`src/hdl/assert_macros.svh`:
```
// Assertion helpers shared by the allocator RTL.
// Included by files that carry concurrent checks; no other dependencies.
`ifndef ASSERT_MACROS_SVH
`define ASSERT_MACROS_SVH

// Clocked check, disabled while reset is high.
`define PSA_ASSERT(lbl, clk, rst, prop, msg) \
   lbl: assert property (@(posedge clk) disable iff (rst) prop) else $error(msg);

// Clocked check that also holds during reset.
`define PSA_ASSERT_ALWAYS(lbl, clk, prop, msg) \
   lbl: assert property (@(posedge clk) prop) else $error(msg);

`endif

```
`src/hdl/psa_pkg.sv`:
```
// Types and constants for the proportional share allocator.
// No dependencies; used by every RTL file of the block.
`timescale 1ns / 1ps
`default_nettype none

package psa_pkg;

   localparam int ENTRY_W     = 31;
   localparam int IDX_W       = 5;
   localparam int MAX_ENTRIES = 32;
   localparam int CNT_W       = $clog2(MAX_ENTRIES + 1);
   localparam int ADDR_W      = (MAX_ENTRIES > 1) ? $clog2(MAX_ENTRIES) : 1;
   localparam int WGT_W       = ENTRY_W + 1;
   localparam int TOT_W       = WGT_W + ADDR_W;
   localparam int PROD_W      = ENTRY_W + WGT_W;
   localparam int QUEUE_DEPTH = 2;

   localparam logic [ENTRY_W-1:0] FULL_AMOUNT = {ENTRY_W{1'b1}};

   typedef struct packed {
      logic [ENTRY_W-1:0] budget;
      logic [ENTRY_W-1:0] used_amount;
      logic [ENTRY_W-1:0] wanted_amount;
      logic               last_entry;
   } req_type;

   typedef struct packed {
      logic [IDX_W-1:0]   entry_index;
      logic [ENTRY_W-1:0] granted_amount;
      logic               last_result;
   } rsp_type;

   // Classified entry handed from front to back
   typedef struct packed {
      logic [ENTRY_W-1:0] budget;
      logic [ENTRY_W-1:0] used_amount;
      logic [ENTRY_W-1:0] wanted_amount;
      logic               last_entry;
      logic               first_entry;
      logic               keep_entry;
   } entry_type;

endpackage

`default_nettype wire

```
`src/hdl/psa_front.sv`:
```
// Front end: accepts request beats, tags first/kept entries, queues them.
// Depends on psa_pkg.
`timescale 1ns / 1ps
`default_nettype none

module psa_front (
   input  wire                   clock,
   input  wire                   reset,
   input  wire                   req_valid,
   output logic                  req_stall,
   input  psa_pkg::req_type      req_payload,
   output logic                  q_valid,
   output psa_pkg::entry_type    q_entry,
   input  wire                   q_pop
);

   localparam int PTR_W = $clog2(psa_pkg::QUEUE_DEPTH);
   localparam int QCNT_W = $clog2(psa_pkg::QUEUE_DEPTH + 1);
   localparam int CNT_W = psa_pkg::CNT_W;

   psa_pkg::entry_type queue_ff [psa_pkg::QUEUE_DEPTH];
   logic [PTR_W-1:0]          wr_ptr_ff, wr_ptr_in, rd_ptr_ff, rd_ptr_in;
   logic [QCNT_W-1:0]         fill_ff, fill_in;
   logic [psa_pkg::CNT_W-1:0] seen_ff, seen_in;
   logic                      push, pop;
   psa_pkg::entry_type        tagged_entry;

   assign req_stall = (fill_ff == QCNT_W'(psa_pkg::QUEUE_DEPTH));
   assign push      = req_valid && !req_stall;
   assign q_valid   = (fill_ff != '0);
   assign q_entry   = queue_ff[rd_ptr_ff];
   assign pop       = q_pop && q_valid;

   // Classify the incoming beat against the set position
   always_comb begin
      tagged_entry.budget        = req_payload.budget;
      tagged_entry.used_amount   = req_payload.used_amount;
      tagged_entry.wanted_amount = req_payload.wanted_amount;
      tagged_entry.last_entry    = req_payload.last_entry;
      tagged_entry.first_entry   = (seen_ff == '0);
      tagged_entry.keep_entry    = (seen_ff < CNT_W'(psa_pkg::MAX_ENTRIES));
   end

   // Pointers, fill level and set position
   always_comb begin
      wr_ptr_in = wr_ptr_ff;
      rd_ptr_in = rd_ptr_ff;
      fill_in   = fill_ff;
      seen_in   = seen_ff;
      if (push) begin
         wr_ptr_in = (wr_ptr_ff == PTR_W'(psa_pkg::QUEUE_DEPTH - 1)) ? '0 : wr_ptr_ff + 1'b1;
         if (req_payload.last_entry) begin
            seen_in = '0;
         end else if (tagged_entry.keep_entry) begin
            seen_in = seen_ff + 1'b1;
         end
      end
      if (pop) begin
         rd_ptr_in = (rd_ptr_ff == PTR_W'(psa_pkg::QUEUE_DEPTH - 1)) ? '0 : rd_ptr_ff + 1'b1;
      end
      if (push && !pop) begin
         fill_in = fill_ff + 1'b1;
      end else if (pop && !push) begin
         fill_in = fill_ff - 1'b1;
      end
   end

   always_ff @(posedge clock) begin
      if (reset) begin
         wr_ptr_ff <= '0;
         rd_ptr_ff <= '0;
         fill_ff   <= '0;
         seen_ff   <= '0;
      end else begin
         wr_ptr_ff <= wr_ptr_in;
         rd_ptr_ff <= rd_ptr_in;
         fill_ff   <= fill_in;
         seen_ff   <= seen_in;
      end
   end

   // Queue storage
   always_ff @(posedge clock) begin
      if (push) begin
         queue_ff[wr_ptr_ff] <= tagged_entry;
      end
   end

endmodule

`default_nettype wire

```
`config.mk`:
```
export PLATFORM = sky130hd
export DESIGN_NAME = psa_front
export DESIGN_NICKNAME = d
export VERILOG_FILES = /design/src/hdl/assert_macros.svh /design/src/hdl/psa_pkg.sv /design/src/hdl/psa_front.sv
export SDC_FILE = /design/constraint.sdc
export NUM_CORES = 1
export LEC_CHECK = 0
export ABC_AREA = 1
export BUFFER_PORTS_ARGS = -buffer_cell sky130_fd_sc_hd__buf_4
export CAP_MARGIN = 20
export CORE_ASPECT_RATIO = 0.5
export CORE_MARGIN = 3
export CORE_UTILIZATION = 40
export DETAILED_ROUTE_END_ITERATION = 16
export MAX_ROUTING_LAYER = met4
export SYNTH_ARGS = -nofsm -noshare
export SYNTH_HDL_FRONTEND = slang
export SYNTH_SLANG_ARGS = --single-unit
```
`constraint.sdc`:
```
create_clock -name clock -period 7 [get_ports clock]
set_clock_uncertainty 0.15 [all_clocks]
set_input_delay 0 -clock clock [delete_from_list [all_inputs] [get_ports clock]]
set_output_delay 0 -clock clock [all_outputs]
set_load 0.005 [all_outputs]
```
* Yosys cells after proc, flatten, opt, wreduce, memory -nomap -nowiden
Memory sizes are Yosys's and may differ from the RTL's. A register that Yosys moved wholly into a read port is not among the register bits.
Cells that the tools add are included.
W data, S select, Z words.
** Storage, ports and cells
- Bits of input ports :: 98
- Flip-flop bits (word level) :: 10
- Memories :: 1
- Logic and storage cells :: 34
- RAM bits :: 192
** Cells by class
- Multiplexer cells :: 10
- $add $sub $neg :: 5
- Reduce and logical (&&, ||, !) cells :: 12
- $lt $le $gt $ge :: 1
- Eq/ne operators :: 1
** Memory list
- queue_ff :: words 2, width 96, read ports 1, clocked after memory_dff 1, write ports 1, RTL line psa_front.sv:21 : psa_pkg::entry_type queue_ff [psa_pkg::QUEUE_DEPTH];
** Operator list (number)
- $mux W6 :: 2
- $add A6 B1 Y6 const B :: 1
- $logic_not A6 Y1 :: 1
- $lt A6 B6 Y1 const B :: 1
- $mux W1 :: 6
- $reduce_bool A2 Y1 :: 3
- $logic_and A1 B1 Y1 :: 4
- $mux W2 :: 2
- $logic_not A1 Y1 :: 3
- $add A1 B1 Y1 const B :: 2
- $add A2 B1 Y2 const B :: 1
- $eq A2 B2 Y1 const B :: 1
- $reduce_and A2 Y1 :: 1
- $sub A2 B1 Y2 const B :: 1

* Longest topological paths before layout
Gate-level depths: netlist of the first run.
- Word-level depth :: 7
- Depth in mapped cells :: 9
- Depth with buffers taken out :: 9

* Least setup slack after synthesis of the first run
OpenSTA, ideal clock, no wires.
- Kind :: flip-flop to flip-flop
- Start point :: reg fill_ff[0]
- End point :: mem queue_ff[1][0] in the netlist's numbering, enable pin
- Clock period less this slack :: 5.312 ns
- Setup time :: 0.553 ns
- Arrival :: 4.609 ns
- Cell stages (with the launch flop) :: 5
- Buffers on the path :: 0
- Setup slack :: 1.688 ns
- Cells stage by stage :: dfxtp_1 inv_1 nand2_1 nand2_1 nor2_1
** On the way
- Word-level cells in the longest chain between the ends :: 5
** Ends and longest elaborated chain
- start: declaration :: RTL line psa_front.sv:23 : logic [QCNT_W-1:0] fill_ff, fill_in;
- start signal: assignment :: RTL line psa_front.sv:77 : fill_ff <= fill_in;
- $eq A2 B2 Y1 :: RTL line psa_front.sv:28 : assign req_stall = (fill_ff == QCNT_W'(psa_pkg::QUEUE_DEPTH));
- $logic_not A1 Y1 :: RTL line psa_front.sv:29 : assign push = req_valid && !req_stall;
- $logic_and A1 B1 Y1 :: RTL line psa_front.sv:29
- $mux W1 :: RTL line psa_front.sv:84 : if (push) begin
- $mux W1 (not written as such) :: RTL line psa_front.sv:85 : queue_ff[wr_ptr_ff] <= tagged_entry;
- end: declaration :: RTL line psa_front.sv:21
Every way passes these cells.

* Worst setup path in the final report of the first run
- Start point :: reg fill_ff[0]
- End point :: mem queue_ff[0][60] in the netlist's numbering, enable pin
Same word-level chain as after synthesis.

==> results.toml, run 1 <==
[timing]
worst_slew_pin_slew_ps = 967
fin_hold_ws_ps = 87.9
setup_tns_ps = 0
min_period_over_period_pct = 41.4
setup_viol = 0
max_freq_mhz = 345
rsz0062_at_grt = "false"
period_needed_ps = 2900
slew_viol_final = 0
relSlewSlack_pct = 35.4
hold_viol_final = 0

[setup_path]
worstPathRequired_ps = 6950
path_delay_family = "simple AND/OR/NAND/NOR gates"
critPathMaxStageDelay_ps = 850
cp_num_buf_inv = 2
cp.arrival_ps = 2840
cpMostUsedCell = "nand2_1"
worstSetupPathType = "reg2reg"
cp_max_fo = 66
crit_path_start_kind = "register"
critPathSlowestCell = "buf_4"
critPathCaptureType = "register"
path_cells = "inv_1 -> nand2_1 -> nand2_1 -> nor2_4 -> buf_4"

[placed_design]
gp_congestion = 0.764
hpwlAfterDp_mm = 9.76
port_buffers = 195

[yosys]
synth_area_mm2 = 0.00771
synth_area_leaders = "edfxtp_1, mux2_2, mux2_4"
syn_inst = 391
synth_seq_cells = 203
synth_sequential_area_ratio_pct = 77.7
avgSynthCellArea_um2 = 19.7
synth.largest_area_cell = "edfxtp_1"
synth_fp_nets = 492
synth_top_area_share_pct = 74.8
yosysWarnings = 0
ys_types = 18

[cts]
cts_sinks = 203
cts_tree = "built"
clockBufferDepth = 3
clk_latency_ps = 480
cts_buffers = 19
cts_setup_buffers = 0
clock_tree.root_cell = "clkbuf_16"
clk_pin_slew_ps = 70
htreeDepth = 1

[run_status]
outcome = "finished clean"

[finish]
layout-drive-gt1-share_pct = 45.9
area_growth_pct = 42.6
nNetsFinal = 798
nFillCells = 1470
antenna_cells = 0

[pwr]
pwr-share-comb_pct = 24.4
p_total_w = 0.00346
powerDensity_mw_per_mm2 = 314
power_switching_w = 0.000852
pwr-share-seq_pct = 46.6
internal_power_w = 0.00260
p_leak_nw = 4.21
peakVddDrop_mv = 0.181
switching_share_pct = 24.7
pwr-share-clk_pct = 29.0

[floorplan]
fp.dieW_um = 202
num_rows = 35
coreArea_mm2 = 0.0187
die-area_mm2 = 0.0211
die_h_um = 104
initial_core_util_pct = 41.3
boundaryPins = 196

[grt]
antenna_found_initial = 0
overflow = 0
grt_first_pass_wirelength_mm = 24.5
grt_usage_pct = 15.0
grt_max_degree = 67
grt_pass1_vias = 4524

[route]
vias_per_cell = 4.50
final_antenna_net_count = 0
drt_wl_total_mm = 15.6
drt-pass1-iter-count = 5
vias = 4364
route.detailed.drc = 0
wire_per_inst_um = 16.1
drt_iter0_drc = 223

[worst_hold_path]
hold_path.class = "in2reg"

[run]
max-cap-violations = 0
sequential cells by signal (all words and copies together), names as in the netlist, named ones only:
| name | flops |
|---|---|
| seen_ff | 6 |
| fill_ff | 2 |
| wr_ptr_ff | 1 |
| queue_ff | 192 |
| rd_ptr_ff | 1 |
per-layer routing:
metal	GRT usage, %	wire [um]
met1	17.5	6190
met2	27.7	8590
met3	2.50	556
met4	3.06	236
met5	-	0
layout by cell type, fill, tap and decap left out:
| cell type | n |
|---|---|
| a21oi_1 | 8 |
| buf_4 | 198 |
| bufinv_16 | 2 |
| clkbuf_1 | 3 |
| clkbuf_16 | 19 |
| clkinv_1 | 3 |
| clkinv_2 | 3 |
| clkinv_4 | 1 |
| clkinvlp_4 | 1 |
| dfxtp_1 | 10 |
| dfxtp_4 | 1 |
| dlygate4sd3_1 | 98 |
| edfxtp_1 | 192 |
| ha_1 | 3 |
| inv_1 | 17 |
| inv_6 | 2 |
| mux2_2 | 56 |
| mux2_4 | 40 |
| nand2_1 | 23 |
| nand3_1 | 2 |
| nand4_1 | 2 |
| nor2_1 | 17 |
| nor2_4 | 2 |
| nor3_1 | 1 |
| o21ai_0 | 5 |
| or2_2 | 1 |
through the flow:
step           cells  instance area, um2  setup WS (ps)  util [%]
3_5_place_dp     837                9400           4040      50.4
6_report         969               11000           4100      58.9
5_1_grt          969               11000           3840      58.9
2_1_floorplan    391                7710           1690         -
3_3_place_gp     837                9400           4050      50.4
4_1_cts          969               11000           4010      58.9
area by class of cell:
type                    instances  area (um2)  area share [%]
flip-flops and latches        203        5990            54.5
clock inverters                12         120            1.09
well taps                     259         324            2.95
clock buffers                  22         487            4.43
repair buffers                296        2470            22.4
inverters                      17        63.8           0.581
multi-input cells             160        1540            14.0
power groups by stage:
stage	combinational, W	sequential [W]	clock [W]
3_5_place_dp	0.000812	0.00164	0
3_3_place_gp	0.000811	0.00163	0
4_1_cts	0.000861	0.00161	0.00104
5_1_grt	0.000912	0.00163	0.00109
6_report	0.000842	0.00161	0.00100
2_1_floorplan	0.000475	0.00161	0
timing repair:
action / in CTS / in global routing
setup endpoints to repair: 0 / 0
hold buffers: 98 / 0
gates resized for setup: 0 / 0
endpoints found under the hold margin: 199 / 0
worst min-delay path, stage by stage:
cell and delay, ps:
dlygate4sd3_1 520, buf_4 120, nor2_1 40
logic make-up after synthesis:
family	share of synthesized area [%]
flip-flops	77.7
multiplexers	16.0
AND/OR/NAND/NOR	2.48
buffers and inverters	2.53
AO/OA/AOI/OAI	0.844
adder cells (fa/ha/maj)	0.487
worst paths after layout:
path,to,cells past startpoint,startpoint,slack [ps]
max,queue_ff[0][60],5,fill_ff[0],4100
min,seen_ff[1],3,reset,90
max reg2reg,queue_ff[0][60],5,fill_ff[0],4100
min reg2reg,register,2,rd_ptr_ff,320
cell usage after synthesis (all sizes together):
master / instances
a21oi: 8
buf: 11
dfxtp: 11
edfxtp: 192
ha: 3
inv: 17
mux2: 96
nand2: 23
nand3: 2
nand4: 2
nor2: 19
nor3: 1
o21ai: 5
or2: 1
Power figures use the tool's default switching activity.
==> run 2: changes to the inputs <==
--- a/config.mk
+++ b/config.mk
@@ -5,7 +5,7 @@
 export SDC_FILE = /design/constraint.sdc
 export NUM_CORES = 1
 export LEC_CHECK = 0
-export ABC_AREA = 1
+export ABC_AREA = 0
 export BUFFER_PORTS_ARGS = -buffer_cell sky130_fd_sc_hd__buf_4
 export CAP_MARGIN = 20
 export CORE_ASPECT_RATIO = 0.5
==> constraint.sdc (replaced) <==
create_clock -name clock -period 2.9 [get_ports clock]
set_clock_uncertainty 0.15 [all_clocks]
set_input_delay 0 -clock clock [delete_from_list [all_inputs] [get_ports clock]]
set_output_delay 0 -clock clock [all_outputs]
set_load 0.005 [all_outputs]
==> run 2 against run 1 <==
Effect of this change: flip-flop and latch count did not move; first-iteration DRC count decreased by 37%; core utilization up 2.1 points; critical path type is now reg2out; combinational power grew to 2.5 times the previous value; global-route usage is 0.26 points higher; sequential share of layout area grew 0.46 points; total power grew 140%; synthesized area decreased by 2.9%; hold slack improved by 7.9 ps; register-to-register slack got worse by 3400 ps; non-clock buffer count is 2 higher.
==> results.toml, run 2 <==
[run_status]
outcome = "finished clean"

[setup_path]
path_cells = "buf_4 -> mux2_2 -> buf_4"
critPathSlowestCell = "dfxtp_4"
critPathCaptureType = "primary output"
worstPathRequired_ps = 2750
rrSetupSlack_ps = 710
crit_cells = 3
cp_max_fo = 31
crit_path_start_kind = "register"
worstSetupPathType = "reg2out"
cp_num_buf_inv = 2
rr_startpoint = "fill_ff[0]"
critPathMaxStageDelay_ps = 630
reg2reg_to = "queue_ff[0][76]"
worstRegToRegCells = 5
cpMostUsedCell = "buf_4"
cp.arrival_ps = 2060
path_delay_family = "flip-flops"

[floorplan]
boundaryPins = 196
fp.dieW_um = 199
num_rows = 34
die-area_mm2 = 0.0205
initial_core_util_pct = 41.9
coreArea_mm2 = 0.0179
die_h_um = 103

[finish]
area_growth_pct = 45.7
largest_reg_flops = 192
fin_util_pct = 61.0
final_cell_mix = "buf_4, edfxtp_1, dlygate4sd3_1"
mostFrequentLayoutCell = "buf_4"
largest-register = "queue_ff"
nNetsFinal = 774
layout-drive-gt1-share_pct = 48.3
antenna_cells = 0
top_regs = "queue_ff (192), seen_ff (6), fill_ff (2)"
nFillCells = 1352

[yosys]
synth_top_family_by_area = "multiplexers"
synthTopCellsByCount = "edfxtp_1, mux2_2, dfxtp_1"
syn_inst = 366
synth_xor_area_share_pct = 0.351
synth_top_area_share_pct = 77.1
muxShareOfSynthArea_pct = 14.4
synthFlopType = "edfxtp_1"
synth.largest_area_cell = "edfxtp_1"
yosys.area_share.simple_pct = 2.41
synth_adder_area_share_pct = 0.502
synth_sequential_area_ratio_pct = 80.0
synth_area_mm2 = 0.00748
synth_compound_area_share_pct = 1.29
synth_seq_cells = 203
synthArstFlopShare_pct = 0
yosysWarnings = 0
synth_area_leaders = "edfxtp_1, mux2_2, dfxtp_1"
synth_fp_nets = 467
avgSynthCellArea_um2 = 20.4
synth_edf_count = 192
ys_types = 29
yosysMostFrequentCell = "edfxtp_1"

[route]
wire_per_inst_um = 17.2
final_antenna_net_count = 0
vias = 4321
route.detailed.drc = 0
drt-pass1-iter-count = 4
vias_per_cell = 4.70
drt_wl_total_mm = 15.9
drt_iter0_drc = 141

[pwr]
peakVddDrop_mv = 0.419
p_leak_nw = 4.06
powerDensity_mw_per_mm2 = 776
p_total_w = 0.00845

[worst_hold_path]
hold_path.class = "in2reg"
min-delay-start = "req_payload[82]"
whs_endpoint = "queue_ff[1][84]"
hold_depth = 2

[placed_design]
gp_congestion = 0.819
port_buffers = 195
hpwlAfterDp_mm = 9.90

[timing]
setup_tns_ps = 0
worst_slew_pin_slew_ps = 554
setup_viol = 0
hold_viol_final = 0
min_period_over_period_pct = 76.2
relSlewSlack_pct = 63.1
period_needed_ps = 2210
max_freq_mhz = 452
slew_viol_final = 0
rsz0062_at_grt = "false"

[cts]
ctsResizeCount = 0
clk_pin_slew_ps = 70
cts_sinks = 203
htreeDepth = 1
clk_latency_ps = 480
cts_buffers = 19
clock_tree.root_cell = "clkbuf_16"
clockBufferDepth = 3
cts_tree = "built"

[run]
max-cap-violations = 0

[grt]
grt_usage_pct = 15.3
grt_max_degree = 97
antenna_found_initial = 0
grt_first_pass_wirelength_mm = 23.7
grt_pass1_vias = 4555
overflow = 0
run 2: worst max-delay path by stage:
| stage | endpoint | slack (ps) |
|---|---|---|
| after CTS | q_entry[92] | 620 |
| after floorplan | queue_ff[0][0] | 40 |
| after global routing | queue_ff[0][67] | 530 |
| after global placement | queue_ff[0][77] | 720 |
| after detailed placement | queue_ff[0][60] | 710 |
| final | q_entry[92] | 690 |
run 2: final cells by class:
cell class / instances / area [um2] / area share [%]
well taps: 234 / 293 / 2.69
flip-flops and latches: 203 / 5990 / 55.0
clock buffers: 21 / 483 / 4.43
multi-input cells: 145 / 1430 / 13.1
repair buffers: 298 / 2530 / 23.2
inverters: 6 / 26.3 / 0.241
clock inverters: 13 / 150 / 1.38
run 2: stage by stage:
step           cell area [um2]  cells  hold WS, ps  setup WS (ps)
2_1_floorplan             7490    366        -51.1           39.3
3_3_place_gp              9290    788         35.8            724
3_5_place_dp              9290    788         38.4            708
4_1_cts                  10900    920         80.5            615
5_1_grt                  10900    920         82.8            531
6_report                 10900    920         95.8            690
run 2: kinds of logic (layout without fill, tap and decap cells):
kind of cell               Yosys count  after routing
muxes                               96             96
AOI/OAI and AO/OA                   16             16
xor gates and xnor gates             3              3
buffers and inverters               18            338
adders and majority gates            3              3
and+or+nand+nor                     27             27
DFF                                203            203
run 2: metal layers:
metal / track usage (%) / vias to the layer above / wire length, um
met5: - / - / 0
met4: 3.00 / 0 / 250
met3: 2.42 / 19 / 619
met2: 29.3 / 88 / 8790
met1: 17.3 / 2146 / 6210
li1: - / 2068 / -
run 2: power breakdown:
group,switching [W],internal (W)
clock network,0.00103,0.00148
registers,0.000149,0.00366
logic,0.000895,0.00124
run 2: worst register-to-register path, stage by stage, from the launching register on:
cell,delay [ps]
dfxtp_1,410
or2b_4,190
inv_2,80
or3_1,370
clkinvlp_4,340
buf_12,300
run 2: what timing repair did:
action                    in CTS  in global routing
hold buffers                  98                  0
setup buffers                  0                  0
hold endpoints to repair     199                  0
==> run 3: changes to the inputs <==
--- a/config.mk
+++ b/config.mk
@@ -13,6 +13,7 @@
 export CORE_UTILIZATION = 40
 export DETAILED_ROUTE_END_ITERATION = 16
 export MAX_ROUTING_LAYER = met4
+export PLACE_DENSITY = 0.66
 export SYNTH_ARGS = -nofsm -noshare
 export SYNTH_HDL_FRONTEND = slang
 export SYNTH_SLANG_ARGS = --single-unit
==> constraint.sdc (replaced) <==
create_clock -name clock -period 1.83 [get_ports clock]
set_clock_uncertainty 0.15 [all_clocks]
set_input_delay 0 -clock clock [delete_from_list [all_inputs] [get_ports clock]]
set_output_delay 0 -clock clock [all_outputs]
set_load 0.005 [all_outputs]
==> run 3 against run 2 <==
Effect of this change: final cell count is 3.6% higher; sequential share of layout area down 3.9 points; sequential power increased by 57%; register-to-register slack worse by 720 ps; via count grew 6.6%; first-iteration DRC count increased by 71%; critical endpoint unchanged; combinational power rose by 130%; critical path type unchanged; count of clock-buffer cells in the layout rose by 1; flip-flop and latch count did not move; the run now ends with setup timing left; non-clock buffer count increased by 36; hold slack better by 2.9 ps; die area unchanged.
==> results.toml, run 3 (same netlist as run 2, synthesis figures left out) <==
[run_status]
outcome = "finished, violations left"
violations = "setup timing"

[floorplan]
die-area_mm2 = 0.0205
num_rows = 34
die_h_um = 103
coreArea_mm2 = 0.0179
boundaryPins = 196
initial_core_util_pct = 41.9
fp.dieW_um = 199

[placed_design]
hpwlAfterDp_mm = 10.4
gp_congestion = 0.807
port_buffers = 195
placed_area_mm2 = 0.00944

[finish]
layout-drive-gt1-share_pct = 51.0
fin_util_pct = 65.7
nNetsFinal = 810
largest_reg_flops = 192
antenna_cells = 0
finish.instance_area_mm2 = 0.0117
mostFrequentLayoutCell = "edfxtp_1"
area_growth_pct = 56.9
final_cell_mix = "edfxtp_1, buf_4, dlygate4sd3_1"
top_regs = "queue_ff (192), seen_ff (6), fill_ff (2)"
largest-register = "queue_ff"

[cts]
clk_latency_ps = 470
clockBufferDepth = 3
cts_sinks = 203
cts_buffers = 19
clk_pin_slew_ps = 60
clock_tree.root_cell = "clkbuf_16"
cts_tree = "built"
htreeDepth = 1

[timing]
fin_ws_ps = -20.3
slew_viol_final = 0
hold_viol_final = 0
min_period_over_period_pct = 101
setup_viol = 23
setup_tns_ps = -252
max_freq_mhz = 540
period_needed_ps = 1850
rsz0062_at_grt = "true"
relSlewSlack_pct = 77.4
worst_slew_pin_slew_ps = 338
fin_hold_ws_ps = 98.6

[route]
final_antenna_net_count = 0
drt-pass1-iter-count = 4
vias_per_cell = 4.84
vias = 4608
route.detailed.drc = 0
drt_iter0_drc = 241
wire_per_inst_um = 19.4
drt_wl_total_mm = 18.4

[setup_path]
cp_max_fo = 6
critPathCaptureType = "primary output"
rrSetupSlack_ps = -10
rr_startpoint = "fill_ff[1]"
reg2reg_to = "queue_ff[0][41]"
worstPathRequired_ps = 1680
crit_path_start_kind = "register"
worstSetupPathType = "reg2out"
endpoint = "q_entry[92]"
worstRegToRegCells = 7
cp.arrival_ps = 1700

[pwr]
powerDensity_mw_per_mm2 = 1260
internal_power_w = 0.0110
pwr-share-clk_pct = 25.6
switching_share_pct = 25.3
power_switching_w = 0.00373
pwr-share-comb_pct = 33.9
pwr-share-seq_pct = 40.5
peakVddDrop_mv = 0.655
p_leak_nw = 4.51

[worst_hold_path]
hold_path.class = "in2reg"

[grt]
grt_max_degree = 36
grt_first_pass_wirelength_mm = 25.4
grt_usage_pct = 16.7
overflow = 0
grt_pass1_vias = 4748
antenna_found_initial = 0

[run]
max-cap-violations = 0
[run 3: cell types whose count changed in the layout (fill, tap and decap cells not counted), moves of 2 or more]
cell,change
buf_12,+7
buf_16,+5
buf_4,-28
buf_6,+47
clkbuf_16,+5
clkinv_4,-2
dfxtp_1,-2
dfxtp_2,+2
mux2_2,-42
mux2_4,+42
[run 3: how the worst min path moves through the flow]
stage / start / to / slack (ps) / cells after the start
4_1_cts: req_payload[59] / queue_ff[1][61] / 90 / 2
2_1_floorplan: req_payload[8] / queue_ff[0][10] / -50 / 0
5_1_grt: req_payload[58] / queue_ff[0][60] / 90 / 2
6_report: req_payload[13] / queue_ff[0][15] / 100 / 2
3_5_place_dp: req_payload[33] / queue_ff[1][35] / 40 / 1
3_3_place_gp: req_payload[63] / queue_ff[0][65] / 40 / 1
[run 3: what timing repair did]
action                                 CTS  global route
hold buffers                            97             0
endpoints found under the hold margin  203             0
setup buffers                           10             5
pin swaps                                1             0
resized for setup                       33            68
setup endpoints to repair              164           120
cloned                                   5             7
[run 3: area by class of cell]
cell class | count | area (um2)
Clock buffer | 22 | 487
Sequential cell | 203 | 5990
Tap cell | 234 | 293
Multi-Input combinational cell | 145 | 1590
Clock inverter | 9 | 91.3
Fill cell | 1217 | 6130
Inverter | 6 | 28.8
Timing Repair Buffer | 334 | 3260
[run 3: stage by stage]
stage / worst slack [ps] / cells / total power [W]
2_1_floorplan: -939 / 366 / 0.00768
3_3_place_gp: -22.5 / 801 / 0.00956
3_5_place_dp: -40.0 / 801 / 0.00961
4_1_cts: -86.5 / 943 / 0.0141
5_1_grt: -68.8 / 953 / 0.0154
6_report: -20.3 / 953 / 0.0148
[run 3: per-layer routing]
metal	track usage, %	vias to the layer above	routed length, um
met5	-	-	0
met2	29.7	122	9740
li1	-	2140	-
met4	5.57	0	561
met3	2.71	42	786
met1	19.7	2304	7360
[run 3: power groups by stage]
| stage | Combinational, W | Sequential, W | Clock (W) |
|---|---|---|---|
| floorplan | 0.00166 | 0.00602 | 0 |
| global placement | 0.00353 | 0.00603 | 0 |
| detailed placement | 0.00355 | 0.00606 | 0 |
| CTS | 0.00430 | 0.00595 | 0.00385 |
| global route | 0.00529 | 0.00603 | 0.00404 |
| finish | 0.00500 | 0.00597 | 0.00377 |
[run 3: critical path, stage by stage (launching register included)]
cell,delay (ps)
dfxtp_4,440
buf_12,170
buf_16,130
mux2_2,330
buf_4,150
